**src/rtl/core/assert_macros.svh**
```systemverilog
// Assertion helpers shared by the conversion modules.
`ifndef ASSERT_MACROS_SVH
`define ASSERT_MACROS_SVH

// Same-cycle implication, disabled while in reset.
`define ASSERT_HOLDS(label, clk, rst_n, ante, cons, msg) \
    label: assert property (@(posedge clk) disable iff (!rst_n) (ante) |-> (cons)) \
        else $error(msg);

// Next-cycle implication, disabled while in reset.
`define ASSERT_NEXT(label, clk, rst_n, ante, cons, msg) \
    label: assert property (@(posedge clk) disable iff (!rst_n) (ante) |=> (cons)) \
        else $error(msg);

`endif

```
**src/rtl/core/itoa_pkg.sv**
```systemverilog
package itoa_pkg;

    // Input magnitude and decimal digit store
    localparam int MAG_W      = 32;
    localparam int NUM_DIGITS = 10;
    localparam int BCD_W      = 4 * NUM_DIGITS;
    localparam int BITCNT_W   = $clog2(MAG_W);
    localparam int DIGCNT_W   = $clog2(NUM_DIGITS + 1);
    localparam int CHAR_W     = 6;

    // Character codes
    localparam logic [CHAR_W-1:0] CHAR_MINUS = 6'd45;
    localparam logic [CHAR_W-1:0] CHAR_ZERO  = 6'd48;
    localparam logic [CHAR_W-1:0] CHAR_NINE  = 6'd57;

    // Controller to datapath commands
    typedef struct packed {
        logic load;
        logic conv_step;
        logic skip_step;
        logic emit_sign;
        logic emit_digit;
    } itoa_cmd_t;

    // Datapath to controller status
    typedef struct packed {
        logic conv_done;
        logic lead_zero;
        logic negative;
        logic last_digit;
        logic out_free;
    } itoa_sts_t;

endpackage

```
**src/rtl/core/itoa_dp.sv**
```systemverilog
`include "assert_macros.svh"

module itoa_dp
    import itoa_pkg::*;
(
    input  logic                     clk,
    input  logic                     rst_n,
    input  logic signed [MAG_W-1:0]  value,
    input  itoa_cmd_t                cmd,
    output itoa_sts_t                sts,
    input  logic                     out_ready,
    output logic                     out_valid,
    output logic [CHAR_W-1:0]        char_code,
    output logic                     is_last
);

    logic [MAG_W-1:0]    mag_reg, mag_next;
    logic [BCD_W-1:0]    bcd_reg, bcd_next;
    logic [BCD_W-1:0]    bcd_adj;
    logic                neg_reg, neg_next;
    logic [BITCNT_W-1:0] bitcnt_reg, bitcnt_next;
    logic [DIGCNT_W-1:0] digits_left_reg, digits_left_next;
    logic                out_valid_reg, out_valid_next;
    logic [CHAR_W-1:0]   char_code_reg, char_code_next;
    logic                is_last_reg, is_last_next;
    logic [MAG_W-1:0]    value_u;
    logic [3:0]          top_digit;

    assign value_u   = MAG_W'(value);
    assign top_digit = bcd_reg[BCD_W-1 -: 4];

    // Double dabble: add 3 to every digit of 5 or more before the shift
    always_comb
    begin
        bcd_adj = bcd_reg;
        for (int i = 0; i < NUM_DIGITS; i++)
        begin
            if (bcd_reg[4*i +: 4] >= 4'd5)
            begin
                bcd_adj[4*i +: 4] = bcd_reg[4*i +: 4] + 4'd3;
            end
        end
    end

    // Conversion registers
    always_comb
    begin
        mag_next         = mag_reg;
        bcd_next         = bcd_reg;
        neg_next         = neg_reg;
        bitcnt_next      = bitcnt_reg;
        digits_left_next = digits_left_reg;
        if (cmd.load)
        begin
            neg_next         = value_u[MAG_W-1];
            mag_next         = value_u[MAG_W-1] ? (~value_u + 1'b1) : value_u;
            bcd_next         = '0;
            bitcnt_next      = '0;
            digits_left_next = DIGCNT_W'(NUM_DIGITS);
        end
        else if (cmd.conv_step)
        begin
            bcd_next    = {bcd_adj[BCD_W-2:0], mag_reg[MAG_W-1]};
            mag_next    = {mag_reg[MAG_W-2:0], 1'b0};
            bitcnt_next = bitcnt_reg + 1'b1;
        end
        else if (cmd.skip_step || cmd.emit_digit)
        begin
            bcd_next         = {bcd_reg[BCD_W-5:0], 4'd0};
            digits_left_next = digits_left_reg - 1'b1;
        end
    end

    // Output register, freed when the downstream side takes the transaction
    always_comb
    begin
        out_valid_next = out_valid_reg;
        char_code_next = char_code_reg;
        is_last_next   = is_last_reg;
        if (cmd.emit_sign)
        begin
            out_valid_next = 1'b1;
            char_code_next = CHAR_MINUS;
            is_last_next   = 1'b0;
        end
        else if (cmd.emit_digit)
        begin
            out_valid_next = 1'b1;
            char_code_next = CHAR_ZERO + {2'b00, top_digit};
            is_last_next   = (digits_left_reg == DIGCNT_W'(1));
        end
        else if (out_ready)
        begin
            out_valid_next = 1'b0;
        end
    end

    always_ff @(posedge clk or negedge rst_n)
    begin
        if (!rst_n)
        begin
            out_valid_reg   <= 1'b0;
            bitcnt_reg      <= '0;
            digits_left_reg <= '0;
        end
        else
        begin
            out_valid_reg   <= out_valid_next;
            bitcnt_reg      <= bitcnt_next;
            digits_left_reg <= digits_left_next;
        end
    end

    always_ff @(posedge clk)
    begin
        mag_reg       <= mag_next;
        bcd_reg       <= bcd_next;
        neg_reg       <= neg_next;
        char_code_reg <= char_code_next;
        is_last_reg   <= is_last_next;
    end

    // Status back to the controller
    assign sts.conv_done  = (bitcnt_reg == BITCNT_W'(MAG_W - 1));
    assign sts.lead_zero  = (top_digit == 4'd0) && (digits_left_reg > DIGCNT_W'(1));
    assign sts.negative   = neg_reg;
    assign sts.last_digit = (digits_left_reg == DIGCNT_W'(1));
    assign sts.out_free   = !out_valid_reg || out_ready;

    assign out_valid = out_valid_reg;
    assign char_code = char_code_reg;
    assign is_last   = is_last_reg;

    // A held character is a minus sign or a decimal digit
    `ASSERT_HOLDS(a_char_range, clk, rst_n, out_valid_reg,
        (char_code_reg == CHAR_MINUS) ||
        ((char_code_reg >= CHAR_ZERO) && (char_code_reg <= CHAR_NINE)),
        "itoa_dp: character outside minus and digit codes")
    // Leading-zero skip never drops the units digit
    `ASSERT_HOLDS(a_skip_keeps_digit, clk, rst_n, cmd.skip_step,
        digits_left_reg > DIGCNT_W'(1), "itoa_dp: skip with one digit left")
    // The final digit is flagged as last
    `ASSERT_NEXT(a_last_flag, clk, rst_n, cmd.emit_digit && sts.last_digit,
        out_valid_reg && is_last_reg, "itoa_dp: final digit not flagged")

endmodule

```
**src/rtl/core/itoa_ctrl.sv**
```systemverilog
`include "assert_macros.svh"

module itoa_ctrl
    import itoa_pkg::*;
(
    input  logic      clk,
    input  logic      rst_n,
    input  logic      in_valid,
    output logic      in_ready,
    input  itoa_sts_t sts,
    output itoa_cmd_t cmd
);

    typedef enum logic [4:0] {
        S_IDLE = 5'b00001,
        S_CONV = 5'b00010,
        S_SKIP = 5'b00100,
        S_SIGN = 5'b01000,
        S_EMIT = 5'b10000
    } itoa_state_t;

    itoa_state_t state_reg, state_next;

    // Next state and command decode
    always_comb
    begin
        state_next = state_reg;
        cmd        = '0;
        in_ready   = 1'b0;
        unique case (state_reg)
            S_IDLE:
            begin
                in_ready = 1'b1;
                if (in_valid)
                begin
                    cmd.load   = 1'b1;
                    state_next = S_CONV;
                end
            end
            S_CONV:
            begin
                cmd.conv_step = 1'b1;
                if (sts.conv_done)
                begin
                    state_next = S_SKIP;
                end
            end
            S_SKIP:
            begin
                if (sts.lead_zero)
                begin
                    cmd.skip_step = 1'b1;
                end
                else
                begin
                    state_next = sts.negative ? S_SIGN : S_EMIT;
                end
            end
            S_SIGN:
            begin
                if (sts.out_free)
                begin
                    cmd.emit_sign = 1'b1;
                    state_next    = S_EMIT;
                end
            end
            S_EMIT:
            begin
                if (sts.out_free)
                begin
                    cmd.emit_digit = 1'b1;
                    if (sts.last_digit)
                    begin
                        state_next = S_IDLE;
                    end
                end
            end
            default:
            begin
                state_next = S_IDLE;
            end
        endcase
    end

    always_ff @(posedge clk or negedge rst_n)
    begin
        if (!rst_n)
        begin
            state_reg <= S_IDLE;
        end
        else
        begin
            state_reg <= state_next;
        end
    end

    // An accepted transaction always starts the conversion
    `ASSERT_NEXT(a_accept_starts, clk, rst_n, in_valid && in_ready,
        state_reg == S_CONV, "itoa_ctrl: accept did not start conversion")
    // Digits always follow the sign
    `ASSERT_NEXT(a_sign_then_digits, clk, rst_n, cmd.emit_sign,
        state_reg == S_EMIT, "itoa_ctrl: sign not followed by digits")

endmodule

```
**src/rtl/core/signed_int_to_decimal_ascii.sv**
```systemverilog
// Channel  Direction  Handshake            Payload
// in       input      in_valid / in_ready  value (signed 32)
// out      output     out_valid/out_ready  char_code (6), is_last (1)
//
// One number at a time: accept, shift-and-adjust over every magnitude bit,
// skip of each leading zero digit plus a final skip step, then emission
// of each character, the minus sign first when negative.
// The final character may wait in the output register while the next
// number is accepted; out_ready low stalls character emission.
// Reset clears the controller, the output valid flag and the bit and digit counters.

module signed_int_to_decimal_ascii
    import itoa_pkg::*;
(
    input  logic                    clk,
    input  logic                    rst_n,
    input  logic                    in_valid,
    output logic                    in_ready,
    input  logic signed [MAG_W-1:0] value,
    output logic                    out_valid,
    input  logic                    out_ready,
    output logic [CHAR_W-1:0]       char_code,
    output logic                    is_last
);

    itoa_cmd_t cmd;
    itoa_sts_t sts;

    itoa_ctrl u_ctrl (
        .clk      (clk),
        .rst_n    (rst_n),
        .in_valid (in_valid),
        .in_ready (in_ready),
        .sts      (sts),
        .cmd      (cmd)
    );

    itoa_dp u_dp (
        .clk       (clk),
        .rst_n     (rst_n),
        .value     (value),
        .cmd       (cmd),
        .sts       (sts),
        .out_ready (out_ready),
        .out_valid (out_valid),
        .char_code (char_code),
        .is_last   (is_last)
    );

endmodule

```
**config.mk**
```make
export PLATFORM = sky130hd
export DESIGN_NAME = signed_int_to_decimal_ascii
export DESIGN_NICKNAME = d
export VERILOG_FILES = /design/src/rtl/core/itoa_pkg.sv /design/src/rtl/core/itoa_dp.sv /design/src/rtl/core/itoa_ctrl.sv /design/src/rtl/core/signed_int_to_decimal_ascii.sv
export VERILOG_INCLUDE_DIRS = /design/src /design/src/rtl/core
export SDC_FILE = /design/constraint.sdc
export NUM_CORES = 1
export LEC_CHECK = 0
export BUFFER_PORTS_ARGS = -buffer_cell sky130_fd_sc_hd__buf_4
export CAP_MARGIN = 0
export CORE_ASPECT_RATIO = 1.2
export CORE_UTILIZATION = 60
export CTS_CLUSTER_SIZE = 40
export DETAILED_ROUTE_END_ITERATION = 10
export PLACE_DENSITY_LB_ADDON = 0.05
export SYNTH_ARGS = -nofsm -noshare
export SYNTH_HDL_FRONTEND = slang
export SYNTH_HIERARCHICAL = 1
export SYNTH_SLANG_ARGS = --single-unit
```
**constraint.sdc**
```tcl
create_clock -name clk -period 3.6 [get_ports clk]
set_clock_uncertainty 0.05 [all_clocks]
set_input_delay 0.72 -clock clk [delete_from_list [all_inputs] [get_ports clk]]
set_output_delay 0.72 -clock clk [all_outputs]
set_load 0.005 [all_outputs]
```
==> qor.txt <==
xor/xnor cell area share of the yosys netlist = 7.32%
wire per inst = 14.1 um
RePlAce Congestion = 0.814
Crit Path Class = reg2reg
DIE HEIGHT = 108 um
clock-pin slew on the worst setup and hold paths = 0.10 ns
Fin. Hold Viols = 0
Ys Warns = 6
M3 GR Usage = 3.02%
first-pass GRT wire length = 19400 um
pwr dens = 784 nW/um^2
largest family of logic cells by synthesized area = compound AO/OA/AOI/OAI gates
MaxCap Viol Count = 0
Die ar. = 9770 sq um
io pins = 45
initial antenna violation count = 0
CP Max Fanout = 34
Syn Area/Cell = 8.89 sq um
Setup TNS Final = 0 ns
Cell variety after synth = 59
Clock Tree Buf Depth = 2
Post-synth EDFFs = 33
outcome = complete, no violations
Syn Std Cell Area = 5630 sq um
Slew Viols, Final = 0
DP HPWL = 7700 um
Placeable Area = 9080 sq um
Initial Util = 62.0%
relative slew slack = 49.4%
cts hold-fix bufs = 0
htree depth = 3
Vias = 4531
Resized Gates After CTS = 0
Final Cycle Share = 71.8%
worst-skew pair later-pin latency = 0.36 ns
CP Launch Type = flip-flop
CTS tree = done
sequential area share after synthesis = 40.7%
root buf cell = clkbuf_8
vias in the first global route = 4470
post-synthesis simple-gate area fraction = 19.0%
Top FF cell, synth = dfxtp_1
Port-buffer cells = 43
Crit path required time = 3.77 ns
compound-cell area share of the yosys netlist = 21.4%
GR peak layer = met2
flip-flop count of the largest register after layout = 40
post-synthesis sequential element count = 94
antenna cells = 0
Post-DP Area = 6030 sq um
first drt pass iteration count = 4
peak supply drop = 359 uV
Rows = 38
routed vias/inst = 5.79
commonest non-fill, non-tap cell in the layout = nor2_1
layout cells sized above 1 = 13.9%
pin count of the biggest net entering global routing = 82
Hold WC Path Type = in2async
clk sinks = 94
r2r setup slk = 1.01 ns
RSZ-0062 raised after global routing = no
Synth Area in Adders = 5.56%
worst slew pin tran = 0.759 ns
initial drt markers = 211
total gr overflow = 0
Crit. End Element = flip-flop
routed wire length = 11100 um
post-synthesis net count = 694
DIE WIDTH = 90.4 um
drt drc = 0
final instance area = 6220 sq um
met2 Track Usage GR = 45.6%
final setup violating endpoints = 0
Max Clock Freq = 387 MHz
grt met1 use = 28.0%
post-layout min period = 2.59 ns
Pleak = 2.44 nW
remaining antenna violation count after routing = 0
Final #Nets = 719
Async SR Flop Fraction = 16.0%
Layout fillers = 760
Synth Instances = 633
most frequent cells in the layout = nor2_1, a21oi_1, buf_4
Area growth syn-to-layout = 10.6%
Arr. time, crit path = 2.76 ns
Total Routing Usage GR = 24.2%
FF-to-FF path depth = 11
post-synthesis mux area share = 1.36%
postcts setup bufs = 0
total CTS buffers = 9
## Yosys cell counts (2+ instances only)
cell,instances,area (sq um)
nor2_1,80,300
a21oi_1,72,360
o21ai_0,47,235
dfxtp_1,46,921
a211oi_1,37,278
edfxtp_1,33,991
nand2_1,32,120
xor2_1,32,280
inv_1,30,113
clkbuf_1,29,109
ha_1,25,313
nor3b_1,19,143
nor2b_1,15,93.8
xnor2_1,15,131
dfrtp_1,14,350
nand2b_1,11,68.8
o31ai_1,10,75.1
a32oi_1,9,78.8
mux2i_1,5,50.1
nand3b_1,5,37.5
nor3_1,5,25.0
o41ai_1,5,43.8
buf_1,4,15.0
a211o_1,3,26.3
and3_1,3,18.8
nand3_1,3,15.0
nor3_2,3,30.0
o22ai_1,3,18.8
or2_2,3,18.8
buf_4,2,15.0
nand4_2,2,25.0
o21bai_1,2,15.0
or3_1,2,12.5
or3_4,2,22.5
## per-stage QoR
step	std cells	util [%]	hold WS, ns	worst slack (ns)	total power (W)
finish	783	68.5	0.147	1.01	0.00488
global route	783	68.5	0.144	0.780	0.00531
CTS	783	68.5	0.132	0.988	0.00492
detailed placement	767	66.4	0.412	0.942	0.00421
global placement	767	66.4	0.403	1.00	0.00409
floorplan	633	-	0.374	1.07	0.00364
## logic make-up after synthesis
family | count (synthesis)
AO/OA/AOI/OAI | 195
other | 1
XOR/XNOR | 47
flip-flops | 94
buffers and inverters | 67
adder cells (fa/ha/maj) | 25
AND/OR/NAND/NOR | 197
multiplexers | 7
## final timing paths
path	start	end
hold / removal	rst_n	u_dp/digits_left_reg[2]
max in group asynchronous	rst_n	u_ctrl/state_reg[0]
hold reg to reg	u_dp/char_code[4]	u_dp/char_code[4]
min in group clk	u_dp/char_code[4]	u_dp/char_code[4]
setup / recovery	u_dp/digits_left_reg[0]	u_dp/bcd_reg[14]
setup reg to reg	u_dp/digits_left_reg[0]	u_dp/bcd_reg[14]
## worst max-delay path, stage by stage (launching register included)
cell      delay (ns)
dfrtp_1         0.43
inv_1           0.07
ha_1            0.16
nor2_1          0.05
o311a_1         0.31
nand4_2         0.10
inv_2           0.07
nor2_4          0.38
buf_4           0.39
nor2b_1         0.09
a211oi_1        0.24
a211oi_1        0.08
## power by group
part | switching (W) | internal (W) | total (W)
sequential | 0.000332 | 0.00169 | 0.00202
combinational | 0.00127 | 0.000903 | 0.00217
clock | 0.000367 | 0.000322 | 0.000688
total | 0.00196 | 0.00292 | 0.00488
## area by class of cell
type | instances | area (sq um) | area share [%]
Sequential cell | 94 | 2290 | 36.8
Clock inverter | 6 | 62.6 | 1.01
Multi-Input combinational cell | 472 | 3090 | 49.7
Timing Repair Buffer | 50 | 388 | 6.23
Clock buffer | 10 | 128 | 2.05
Tap cell | 120 | 150 | 2.41
Inverter | 31 | 116 | 1.87
## routing by layer
layer / part of all wire (%) / up-vias / wire length (um)
li1: - / 2315 / -
met1: 44 / 2144 / 4910
met2: 52 / 59 / 5740
met3: 2.3 / 13 / 253
met4: 1.4 / 0 / 155
met5: 0 / - / 0
No activity file was read; power rests on OpenSTA's default activity.
